`config.mk`:
```
export PLATFORM = sky130hd
export DESIGN_NAME = mac_learning_table_aging
export DESIGN_NICKNAME = d
export VERILOG_FILES = /design/src/rtl/mlta_pkg.sv /design/src/rtl/mac_learning_table_aging.sv /design/src/rtl/mlta_entry_mem.sv /design/src/rtl/mlta_csr_regs.sv /design/src/rtl/mlta_scan_ctrl.sv
export VERILOG_INCLUDE_DIRS = /design/src /design/src/rtl
export SDC_FILE = /design/constraint.sdc
export NUM_CORES = 2
export LEC_CHECK = 0
export ABC_CLOCK_PERIOD_IN_PS = 13100
export BUFFER_PORTS_ARGS = -buffer_cell sky130_fd_sc_hd__buf_2
export CELL_PAD_IN_SITES_DETAIL_PLACEMENT = 0
export CELL_PAD_IN_SITES_GLOBAL_PLACEMENT = 2
export CORE_MARGIN = 2
export CORE_UTILIZATION = 51
export DETAILED_ROUTE_END_ITERATION = 12
export GPL_ROUTABILITY_DRIVEN = 0
export PLACE_DENSITY = 0.77
export SKIP_CTS_REPAIR_TIMING = 1
export SLEW_MARGIN = 5
export SYNTH_ARGS = -nofsm -noshare
export SYNTH_HDL_FRONTEND = slang
export SYNTH_MEMORY_MAX_BITS = 65536
export SYNTH_SLANG_ARGS = --single-unit
```
`constraint.sdc`:
```
create_clock -name clock -period 13.1 [get_ports clock]
set_input_delay 1.965 -clock clock [delete_from_list [all_inputs] [get_ports clock]]
set_output_delay 1.965 -clock clock [all_outputs]
set_load 0.05 [all_outputs]
```
`src/rtl/mac_learning_table_aging_assert.svh`:
```
// ----------------------------------------------------------------------------
// MAC learning table assertion macros
// Shorthand for the concurrent checks used in the table RTL. Each macro
// expects signals named clock and reset in the module that uses it.
// ----------------------------------------------------------------------------
`ifndef MAC_LEARNING_TABLE_AGING_ASSERT_SVH
`define MAC_LEARNING_TABLE_AGING_ASSERT_SVH

// Same-cycle implication, checked on every clock outside reset
`define MLTA_ASSERT_IMP(label, ante, cons, msg) \
   label: assert property (@(posedge clock) disable iff (reset) (ante) |-> (cons)) \
      else $error(msg);

// Next-cycle implication, checked on every clock outside reset
`define MLTA_ASSERT_NXT(label, ante, cons, msg) \
   label: assert property (@(posedge clock) disable iff (reset) (ante) |=> (cons)) \
      else $error(msg);

`endif

```
`src/rtl/mlta_pkg.sv`:
```
// ----------------------------------------------------------------------------
// MAC learning table package
// Shared types and constants: operation codes, table entry layout, result
// layout and configuration register map.
// ----------------------------------------------------------------------------
package mlta_pkg;

   // Operation codes carried in the request tuser
   localparam logic [1:0] OP_LOOKUP = 2'd0;
   localparam logic [1:0] OP_INSERT = 2'd1;
   localparam logic [1:0] OP_TICK   = 2'd2;
   localparam logic [1:0] OP_UNUSED = 2'd3;

   localparam int MAC_W   = 48;
   localparam int PORT_W  = 8;
   localparam int AGE_W   = 8;
   localparam int COUNT_W = 11;

   localparam logic [AGE_W-1:0] AGE_MAX = 8'hFF;

   // Configuration register map (word index taken from paddr[2])
   localparam int         CSR_ADDR_W        = 3;
   localparam logic       REG_AGING_LIMIT   = 1'b0;
   localparam logic [7:0] AGING_LIMIT_RESET = 8'd30;

   // One table entry as stored in the memory
   typedef struct packed {
      logic              valid;
      logic [MAC_W-1:0]  mac;
      logic [PORT_W-1:0] port;
      logic [AGE_W-1:0]  age;
   } entry_type;

   // One result beat
   typedef struct packed {
      logic [COUNT_W-1:0] removed_count;
      logic               table_full;
      logic [PORT_W-1:0]  found_port;
      logic               hit;
   } result_type;

endpackage

```
`src/rtl/mac_learning_table_aging.sv`:
```
// ----------------------------------------------------------------------------
// MAC learning table with aging
// Fully associative station address table: lookup, insert and aging
// tick, with a registered result stage on the response stream.
// ----------------------------------------------------------------------------
//  Channel | Dir | Handshake              | Payload
//  req_    | in  | req_tvalid/req_tready  | tdata mac+port, tuser operation
//  rsp_    | out | rsp_tvalid/rsp_tready  | tdata hit, port, full, removed
//  csr_    | in  | APB psel/penable       | aging_limit at word 0
//
//  Each request beat is handled by a scan of the entry memory's single read
//  port, one entry a cycle, and then a final step; operation code 3 goes
//  straight to the final step.
//  After reset a clearing pass writes every entry invalid; req_tready stays
//  low until it ends.
//  A result waits in the output register; the next request is accepted and
//  scanned meanwhile, and only the final step stalls on rsp_tready.
// ----------------------------------------------------------------------------
module mac_learning_table_aging #(
   parameter int TABLE_ENTRIES = 64
) (
   input  logic                            clock,
   input  logic                            reset,
   // request stream
   input  logic                            req_tvalid,
   output logic                            req_tready,
   input  logic [55:0]                     req_tdata,  // [47:0] mac_address, [55:48] port
   input  logic [1:0]                      req_tuser,  // [1:0] operation
   // response stream
   output logic                            rsp_tvalid,
   input  logic                            rsp_tready,
   output logic [23:0]                     rsp_tdata,  // [0] hit, [8:1] found_port,
                                                       // [9] table_full, [20:10] removed_count
   // configuration
   input  logic                            csr_psel,
   input  logic                            csr_penable,
   input  logic                            csr_pwrite,
   input  logic [mlta_pkg::CSR_ADDR_W-1:0] csr_paddr,
   input  logic [31:0]                     csr_pwdata,
   output logic [31:0]                     csr_prdata,
   output logic                            csr_pready
);

   localparam int AddrW = $clog2(TABLE_ENTRIES);

   logic [7:0]           aging_limit;
   logic                 idle;
   logic                 start;
   logic                 out_free;
   logic                 done;
   mlta_pkg::result_type result;

   logic                 rd_en;
   logic [AddrW-1:0]     rd_addr;
   mlta_pkg::entry_type  rd_data;
   logic                 wr_en;
   logic [AddrW-1:0]     wr_addr;
   mlta_pkg::entry_type  wr_data;

   logic                 rsp_valid_ff, rsp_valid_in;
   mlta_pkg::result_type rsp_data_ff, rsp_data_in;

   assign req_tready = idle;
   assign start      = req_tvalid & req_tready;

   mlta_csr_regs u_csr (
      .clock       (clock),
      .reset       (reset),
      .csr_psel    (csr_psel),
      .csr_penable (csr_penable),
      .csr_pwrite  (csr_pwrite),
      .csr_paddr   (csr_paddr),
      .csr_pwdata  (csr_pwdata),
      .csr_prdata  (csr_prdata),
      .csr_pready  (csr_pready),
      .aging_limit (aging_limit)
   );

   mlta_entry_mem #(
      .TABLE_ENTRIES (TABLE_ENTRIES)
   ) u_mem (
      .clock   (clock),
      .wr_en   (wr_en),
      .wr_addr (wr_addr),
      .wr_data (wr_data),
      .rd_en   (rd_en),
      .rd_addr (rd_addr),
      .rd_data (rd_data)
   );

   mlta_scan_ctrl #(
      .TABLE_ENTRIES (TABLE_ENTRIES)
   ) u_ctrl (
      .clock       (clock),
      .reset       (reset),
      .aging_limit (aging_limit),
      .start       (start),
      .start_op    (req_tuser),
      .start_mac   (req_tdata[47:0]),
      .start_port  (req_tdata[55:48]),
      .idle        (idle),
      .out_free    (out_free),
      .done        (done),
      .result      (result),
      .rd_en       (rd_en),
      .rd_addr     (rd_addr),
      .rd_data     (rd_data),
      .wr_en       (wr_en),
      .wr_addr     (wr_addr),
      .wr_data     (wr_data)
   );

   // Output register
   assign out_free = !rsp_valid_ff || rsp_tready;

   always_comb begin
      rsp_valid_in = rsp_valid_ff;
      rsp_data_in  = rsp_data_ff;
      if (done) begin
         rsp_valid_in = 1'b1;
         rsp_data_in  = result;
      end else if (rsp_tready) begin
         rsp_valid_in = 1'b0;
      end
   end

   always_ff @(posedge clock) begin
      if (reset) begin
         rsp_valid_ff <= 1'b0;
      end else begin
         rsp_valid_ff <= rsp_valid_in;
      end
   end

   always_ff @(posedge clock) begin
      rsp_data_ff <= rsp_data_in;
   end

   assign rsp_tvalid = rsp_valid_ff;
   assign rsp_tdata  = {3'b000, rsp_data_ff};

endmodule

```
`src/rtl/mlta_entry_mem.sv`:
```
// ----------------------------------------------------------------------------
// MAC table entry memory
// Simple dual-port synchronous RAM, one write and one read port, read data
// registered.
// ----------------------------------------------------------------------------
module mlta_entry_mem #(
   parameter int TABLE_ENTRIES = 64,
   localparam int AddrW = $clog2(TABLE_ENTRIES)
) (
   input  logic                clock,
   input  logic                wr_en,
   input  logic [AddrW-1:0]    wr_addr,
   input  mlta_pkg::entry_type wr_data,
   input  logic                rd_en,
   input  logic [AddrW-1:0]    rd_addr,
   output mlta_pkg::entry_type rd_data
);

   mlta_pkg::entry_type entry_mem [TABLE_ENTRIES];
   mlta_pkg::entry_type rd_data_ff;

   // Write port
   always_ff @(posedge clock) begin
      if (wr_en) begin
         entry_mem[wr_addr] <= wr_data;
      end
   end

   // Registered read port
   always_ff @(posedge clock) begin
      if (rd_en) begin
         rd_data_ff <= entry_mem[rd_addr];
      end
   end

   assign rd_data = rd_data_ff;

endmodule

```
`src/rtl/mlta_csr_regs.sv`:
```
// ----------------------------------------------------------------------------
// MAC table configuration registers
// APB-style register port holding the aging limit. It never inserts wait states.
// ----------------------------------------------------------------------------
module mlta_csr_regs (
   input  logic                            clock,
   input  logic                            reset,
   input  logic                            csr_psel,
   input  logic                            csr_penable,
   input  logic                            csr_pwrite,
   input  logic [mlta_pkg::CSR_ADDR_W-1:0] csr_paddr,
   input  logic [31:0]                     csr_pwdata,
   output logic [31:0]                     csr_prdata,
   output logic                            csr_pready,
   output logic [7:0]                      aging_limit
);

   logic [7:0] limit_ff;
   logic [7:0] limit_in;
   logic       sel_limit;
   logic       wr_beat;

   assign csr_pready = 1'b1;
   assign sel_limit  = (csr_paddr[2] == mlta_pkg::REG_AGING_LIMIT);
   assign wr_beat    = csr_psel & csr_penable & csr_pwrite & csr_pready;

   // Register write
   always_comb begin
      limit_in = limit_ff;
      if (wr_beat && sel_limit) begin
         limit_in = csr_pwdata[7:0];
      end
   end

   always_ff @(posedge clock) begin
      if (reset) begin
         limit_ff <= mlta_pkg::AGING_LIMIT_RESET;
      end else begin
         limit_ff <= limit_in;
      end
   end

   // Read back; unmapped words read zero
   assign csr_prdata  = sel_limit ? {24'd0, limit_ff} : 32'd0;
   assign aging_limit = limit_ff;

endmodule

```
`src/rtl/mlta_scan_ctrl.sv`:
```
// ----------------------------------------------------------------------------
// MAC table scan sequencer
// Clears the table after reset, then runs one operation at a time: a full
// read scan of the entry memory (one entry per cycle) but for code 3, aging
// write-back for ticks, and a final entry write for lookups and inserts.
// ----------------------------------------------------------------------------
`include "mac_learning_table_aging_assert.svh"

module mlta_scan_ctrl #(
   parameter int TABLE_ENTRIES = 64,
   localparam int AddrW = $clog2(TABLE_ENTRIES)
) (
   input  logic                                clock,
   input  logic                                reset,
   input  logic [7:0]                          aging_limit,
   // operation start
   input  logic                                start,
   input  logic [1:0]                          start_op,
   input  logic [mlta_pkg::MAC_W-1:0]          start_mac,
   input  logic [mlta_pkg::PORT_W-1:0]         start_port,
   output logic                                idle,
   // result hand-off
   input  logic                                out_free,
   output logic                                done,
   output mlta_pkg::result_type                result,
   // entry memory
   output logic                                rd_en,
   output logic [AddrW-1:0]                    rd_addr,
   input  mlta_pkg::entry_type                 rd_data,
   output logic                                wr_en,
   output logic [AddrW-1:0]                    wr_addr,
   output mlta_pkg::entry_type                 wr_data
);

   localparam int               CntW     = $clog2(TABLE_ENTRIES + 1);
   localparam logic [AddrW-1:0] LAST_IDX = AddrW'(TABLE_ENTRIES - 1);

   localparam logic [2:0] ST_CLEAR  = 3'd0;
   localparam logic [2:0] ST_IDLE   = 3'd1;
   localparam logic [2:0] ST_SCAN   = 3'd2;
   localparam logic [2:0] ST_FINISH = 3'd3;

   // control state
   logic [2:0]       state_ff, state_in;
   logic [AddrW-1:0] addr_ff, addr_in;
   logic             iss_done_ff, iss_done_in;
   logic             rd_vld_ff, rd_vld_in;
   logic             found_ff, found_in;
   logic             free_ff, free_in;
   logic [CntW-1:0]  cnt_ff, cnt_in;

   // payload
   logic [1:0]                  op_ff, op_in;
   logic [mlta_pkg::MAC_W-1:0]  mac_ff, mac_in;
   logic [mlta_pkg::PORT_W-1:0] port_ff, port_in;
   logic [AddrW-1:0]            rd_idx_ff, rd_idx_in;
   logic [AddrW-1:0]            found_idx_ff, found_idx_in;
   logic [mlta_pkg::PORT_W-1:0] found_port_ff, found_port_in;
   logic [AddrW-1:0]            free_idx_ff, free_idx_in;

   // per-entry scan terms
   logic                        ent_match;
   logic                        ent_free;
   logic [mlta_pkg::AGE_W-1:0]  age_inc;
   logic                        age_out;

   assign ent_match = rd_data.valid && (rd_data.mac == mac_ff);
   assign ent_free  = !rd_data.valid;
   assign age_inc   = (rd_data.age == mlta_pkg::AGE_MAX) ? rd_data.age
                                                         : rd_data.age + 8'd1;
   assign age_out   = (age_inc >= aging_limit);

   assign idle = (state_ff == ST_IDLE);

   // Sequencer
   always_comb begin
      state_in      = state_ff;
      addr_in       = addr_ff;
      iss_done_in   = iss_done_ff;
      rd_vld_in     = rd_vld_ff;
      found_in      = found_ff;
      free_in       = free_ff;
      cnt_in        = cnt_ff;
      op_in         = op_ff;
      mac_in        = mac_ff;
      port_in       = port_ff;
      rd_idx_in     = rd_idx_ff;
      found_idx_in  = found_idx_ff;
      found_port_in = found_port_ff;
      free_idx_in   = free_idx_ff;
      rd_en         = 1'b0;
      rd_addr       = addr_ff;
      wr_en         = 1'b0;
      wr_addr       = rd_idx_ff;
      wr_data       = '0;
      done          = 1'b0;
      result        = '0;

      case (state_ff)
         // sweep every entry to invalid after reset
         ST_CLEAR: begin
            wr_en   = 1'b1;
            wr_addr = addr_ff;
            if (addr_ff == LAST_IDX) begin
               addr_in  = '0;
               state_in = ST_IDLE;
            end else begin
               addr_in = addr_ff + AddrW'(1);
            end
         end

         ST_IDLE: begin
            if (start) begin
               op_in       = start_op;
               mac_in      = start_mac;
               port_in     = start_port;
               addr_in     = '0;
               iss_done_in = 1'b0;
               rd_vld_in   = 1'b0;
               found_in    = 1'b0;
               free_in     = 1'b0;
               cnt_in      = '0;
               state_in    = (start_op == mlta_pkg::OP_UNUSED) ? ST_FINISH : ST_SCAN;
            end
         end

         ST_SCAN: begin
            // issue one read per cycle
            rd_vld_in = 1'b0;
            if (!iss_done_ff) begin
               rd_en     = 1'b1;
               rd_vld_in = 1'b1;
               rd_idx_in = addr_ff;
               if (addr_ff == LAST_IDX) begin
                  iss_done_in = 1'b1;
               end else begin
                  addr_in = addr_ff + AddrW'(1);
               end
            end
            // examine the entry read last cycle
            if (rd_vld_ff) begin
               if (ent_match && !found_ff) begin
                  found_in      = 1'b1;
                  found_idx_in  = rd_idx_ff;
                  found_port_in = rd_data.port;
               end
               if (ent_free && !free_ff) begin
                  free_in     = 1'b1;
                  free_idx_in = rd_idx_ff;
               end
               // aging write-back, behind the read pointer
               if (op_ff == mlta_pkg::OP_TICK && rd_data.valid) begin
                  wr_en       = 1'b1;
                  wr_addr     = rd_idx_ff;
                  wr_data     = rd_data;
                  wr_data.age = age_inc;
                  if (age_out) begin
                     wr_data.valid = 1'b0;
                     cnt_in        = cnt_ff + CntW'(1);
                  end
               end
               if (rd_idx_ff == LAST_IDX) begin
                  state_in = ST_FINISH;
               end
            end
         end

         // final entry write and result hand-off
         ST_FINISH: begin
            if (out_free) begin
               done     = 1'b1;
               state_in = ST_IDLE;
               case (op_ff)
                  mlta_pkg::OP_LOOKUP: begin
                     if (found_ff) begin
                        wr_en             = 1'b1;
                        wr_addr           = found_idx_ff;
                        wr_data.valid     = 1'b1;
                        wr_data.mac       = mac_ff;
                        wr_data.port      = found_port_ff;
                        result.hit        = 1'b1;
                        result.found_port = found_port_ff;
                     end
                  end
                  mlta_pkg::OP_INSERT: begin
                     if (found_ff || free_ff) begin
                        wr_en         = 1'b1;
                        wr_addr       = found_ff ? found_idx_ff : free_idx_ff;
                        wr_data.valid = 1'b1;
                        wr_data.mac   = mac_ff;
                        wr_data.port  = port_ff;
                     end else begin
                        result.table_full = 1'b1;
                     end
                  end
                  mlta_pkg::OP_TICK: begin
                     result.removed_count = mlta_pkg::COUNT_W'(cnt_ff);
                  end
                  default: begin
                  end
               endcase
            end
         end

         default: begin
            state_in = ST_IDLE;
         end
      endcase
   end

   // Control registers
   always_ff @(posedge clock) begin
      if (reset) begin
         state_ff    <= ST_CLEAR;
         addr_ff     <= '0;
         iss_done_ff <= 1'b0;
         rd_vld_ff   <= 1'b0;
         found_ff    <= 1'b0;
         free_ff     <= 1'b0;
         cnt_ff      <= '0;
      end else begin
         state_ff    <= state_in;
         addr_ff     <= addr_in;
         iss_done_ff <= iss_done_in;
         rd_vld_ff   <= rd_vld_in;
         found_ff    <= found_in;
         free_ff     <= free_in;
         cnt_ff      <= cnt_in;
      end
   end

   // Payload registers
   always_ff @(posedge clock) begin
      op_ff         <= op_in;
      mac_ff        <= mac_in;
      port_ff       <= port_in;
      rd_idx_ff     <= rd_idx_in;
      found_idx_ff  <= found_idx_in;
      found_port_ff <= found_port_in;
      free_idx_ff   <= free_idx_in;
   end

   // Checks
   `MLTA_ASSERT_IMP(a_no_rw_same_entry, rd_en && wr_en, rd_addr != wr_addr, "read and write hit the same entry")
   `MLTA_ASSERT_IMP(a_rd_in_range, rd_en, rd_addr <= LAST_IDX, "read beyond table")
   `MLTA_ASSERT_IMP(a_done_needs_room, done, out_free, "result produced while output is busy")
   `MLTA_ASSERT_IMP(a_full_exclusive, done && result.table_full, !result.hit && result.removed_count == '0, "table_full mixed with other results")
   `MLTA_ASSERT_NXT(a_start_leaves_idle, start && idle, state_ff != ST_IDLE, "accepted beat did not start work")

endmodule

```
==> impl_metrics.env <==
export IMPL_hold_viol=0
export IMPL_yosys_warnings=0
export IMPL_final_max_slew_violation_count=0
export IMPL_finalNetCount=7813
export IMPL_initial_core_util=0.5116
export IMPL_total_power_mw=34.07
export IMPL_drt_pass1_iter_count=6
export IMPL_design_core_area_um2=323500
export IMPL_clkSinkCount=4354
export IMPL_synth_cell_types=68
export IMPL_internal_power_mw=25.12
export IMPL_postRouteWirelength_um=467100
export IMPL_rsz_0062_raised_after_global_routing="false"
export IMPL_total_number_of_placement_rows=209
export IMPL_hold_worst_slack_ns=0.4569
export IMPL_power_share_switching=0.2627
export IMPL_path_clk_slew_ns=0.06
export IMPL_powerDensity_nw_per_um2=182.7
export IMPL_kind_of_launch_point_of_the_worst_setup_path="flip-flop"
export IMPL_worstMarginPinSlew_ns=1.291
export IMPL_grt_pass1_vias=81360
export IMPL_crit_required_ns=13.75
export IMPL_synth_cells_most_frequent="edfxtp_1 (4,326), mux4_2 (1,032), a21oi_1 (261), clkbuf_1 (211), buf_2 (159)"
export IMPL_worstSetupPathType="flip-flop to flip-flop"
export IMPL_fmaxAchievable_mhz=164.5
export IMPL_power_switching_mw=8.951
export IMPL_die_w_um=573.6
export IMPL_cp_data_arrival_time_ns=6.73
export IMPL_register_area_share_after_synthesis=0.7884
export IMPL_end_kind="flip-flop"
export IMPL_ctsHtreeMaxLevel=5
export IMPL_io_pin_count=159
export IMPL_share_of_total_power_in_sequential_cells=0.473
export IMPL_clock_latency_ns=0.98
export IMPL_root_cell_of_the_clock_tree="clkbuf_16"
export IMPL_critPathMaxFanout=95
export IMPL_syn_cell_area_um2=165500
export IMPL_synth_area_leaders="edfxtp_1 (78%), mux4_2 (14%), a22o_1 (0.82%)"
export IMPL_cts_tree="done"
export IMPL_cap_violations=0
export IMPL_finalSetupTns_ns=0
export IMPL_die_area_um2=329100
export IMPL_detail_route_iter0_violations=12190
export IMPL_synth_ff_latch_count=4354
export IMPL_die_y_um=573.6
export IMPL_fin_ws_ns=7.020
export IMPL_largest_net_degree_at_the_start_of_global_routing=119
export IMPL_num_vias=82510
export IMPL_track_usage=0.2814
export IMPL_run_status="finished clean"
export IMPL_grt_pass1_wl_um=644500
export IMPL_synth_edff_count=4326
export IMPL_avgRoutedWirePerCell_um=37.68
export IMPL_syn2layout_area_growth_pct=12.67
export IMPL_ctsLongestPathBuffers=4
export IMPL_post_synth_top_count_cell="edfxtp_1"
export IMPL_power_frac_comb=0.171
export IMPL_place_ws_ns=6.433
export IMPL_yosys_most_used_dff="edfxtp_1"
export IMPL_timing_max_slew_rel_slack=0.1369
export IMPL_share_of_synthesized_registers_carrying_an_async_set_or_reset=0
export IMPL_placed_cells=11590
export IMPL_via_to_cell_ratio=6.656
export IMPL_cts_buffers=435
export IMPL_power_leakage_nw=53.87
export IMPL_yosysTopAreaCell="edfxtp_1"
export IMPL_placement_io_buffers=100
export IMPL_avg_inst_size_synth_um2=22.80
export IMPL_setup_viol=0
export IMPL_post_route_minimum_period_ns=6.080
export IMPL_final_clock_skew_ns=0.04770
export IMPL_min_delay_path_class="flip-flop to flip-flop"
export IMPL_hpwlAfterDp_um=244600
export IMPL_synth_largest_type_area_fraction=0.7850
export IMPL_post_route_drc_count=0
export IMPL_clkPwrFrac=0.356
export IMPL_antenna_found_initial=12
export IMPL_fin_crit_sh=0.4641
export IMPL_final_cell_count_no_fill=12400
export IMPL_worst_ir_drop_vdd_mv=0.2430
export IMPL_synth_instances=7259
export IMPL_grt_overflow_total=0
export IMPL_postRouteAntennaNets=0
export IMPL_drive_above_1_share=0.2683
[cell families after synthesis]
logic type,Yosys count,share of synthesized area
muxes,1152,0.1478
adders and majority gates,15,0.001134
buffers and inverters,465,0.01266
other,2,0.00004538
and+or+nand+nor,364,0.01093
xor gates and xnor gates,59,0.003123
AOI/OAI and AO/OA,848,0.03599
DFF,4354,0.7884
[power groups by stage]
stage               clock [mW]  combinational [mW]  sequential, mW
global route              12.8                6.16            16.1
finish                    12.1                5.83            16.1
CTS                       12.3                5.93            16.1
global placement             0                5.89            16.4
floorplan                    0                4.03            16.3
detailed placement           0                5.92            16.4
[final cells by class]
type / instances / area [um^2]
well taps: 4325 / 5411
inverters: 16 / 62.56
diodes: 8 / 20.02
repair buffers: 421 / 3073
flip-flops and latches: 4354 / 130500
multi-input cells: 2470 / 33640
clock buffers: 543 / 11440
clock inverters: 259 / 2327
fillers: 23200 / 137000
[sequential cells by signal (all words and copies together) (netlist names), 2 cells and up]
signal / cells
u_ctrl.state_ff: 2
u_ctrl.mac_ff: 48
u_ctrl.cnt_ff: 7
u_csr.aging_limit: 8
u_mem.rd_data: 65
u_ctrl.found_port_ff: 8
u_ctrl.op_ff: 2
u_ctrl.rd_addr: 6
u_mem.entry_mem: 4160
u_ctrl.found_idx_ff: 6
u_ctrl.port_ff: 8
u_ctrl.rd_idx_ff: 6
u_ctrl.free_idx_ff: 6
rsp_tdata: 17
[worst paths after layout]
| path | from | to | slack, ns | depth (start not counted) |
|---|---|---|---|---|
| hold / removal | u_csr.aging_limit[5] | u_csr.aging_limit[5] | 0.46 | 2 |
| setup / recovery | u_ctrl.rd_addr[0] | u_mem.rd_data[52] | 7.02 | 8 |
| setup reg to reg | u_ctrl.rd_addr[0] | u_mem.rd_data[52] | 7.02 | 8 |
| hold reg to reg | u_csr.aging_limit[5] | u_csr.aging_limit[5] | 0.46 | 2 |
[through the flow]
step                instance area (um^2)  utilization
floorplan                         165600            -
global placement                  172700       0.5338
detailed placement                172700       0.5338
CTS                               186400       0.5764
global route                      186400       0.5764
finish                            186500       0.5764
[cell usage in the layout, fill, tap and decap left out, types with 50 or more instances in the layout]
| cell type | Yosys | final |
|---|---|---|
| edfxtp_1 | 4326 | 4326 |
| mux4_2 | 1032 | 1032 |
| clkbuf_16 | 0 | 442 |
| buf_4 | 38 | 308 |
| a21oi_1 | 261 | 261 |
| a22o_1 | 154 | 152 |
| a221oi_1 | 131 | 131 |
| clkinv_1 | 1 | 123 |
| o22ai_1 | 114 | 114 |
| mux2i_1 | 111 | 111 |
| clkbuf_1 | 211 | 101 |
| nor2_1 | 112 | 100 |
| buf_2 | 159 | 100 |
| o221ai_1 | 77 | 77 |
| clkinv_2 | 0 | 72 |
| nand2_1 | 61 | 57 |
| nor3_2 | 0 | 53 |
| xor2_1 | 50 | 50 |
[per-layer routing]
layer	global-route usage	part of all wire
met5	0	0.000028
met4	0.09928	0.038
met2	0.4410	0.48
met3	0.04475	0.093
met1	0.4063	0.39
[worst max-delay path, stage by stage (launching register included)]
cell	delay, ns
dfxtp_4	0.91
buf_12	0.65
buf_4	0.87
buf_4	0.86
buf_4	0.80
mux4_2	0.60
a22o_1	0.26
a221oi_1	0.36
a221oi_1	0.18
No activity file was read; power rests on OpenSTA's default activity.
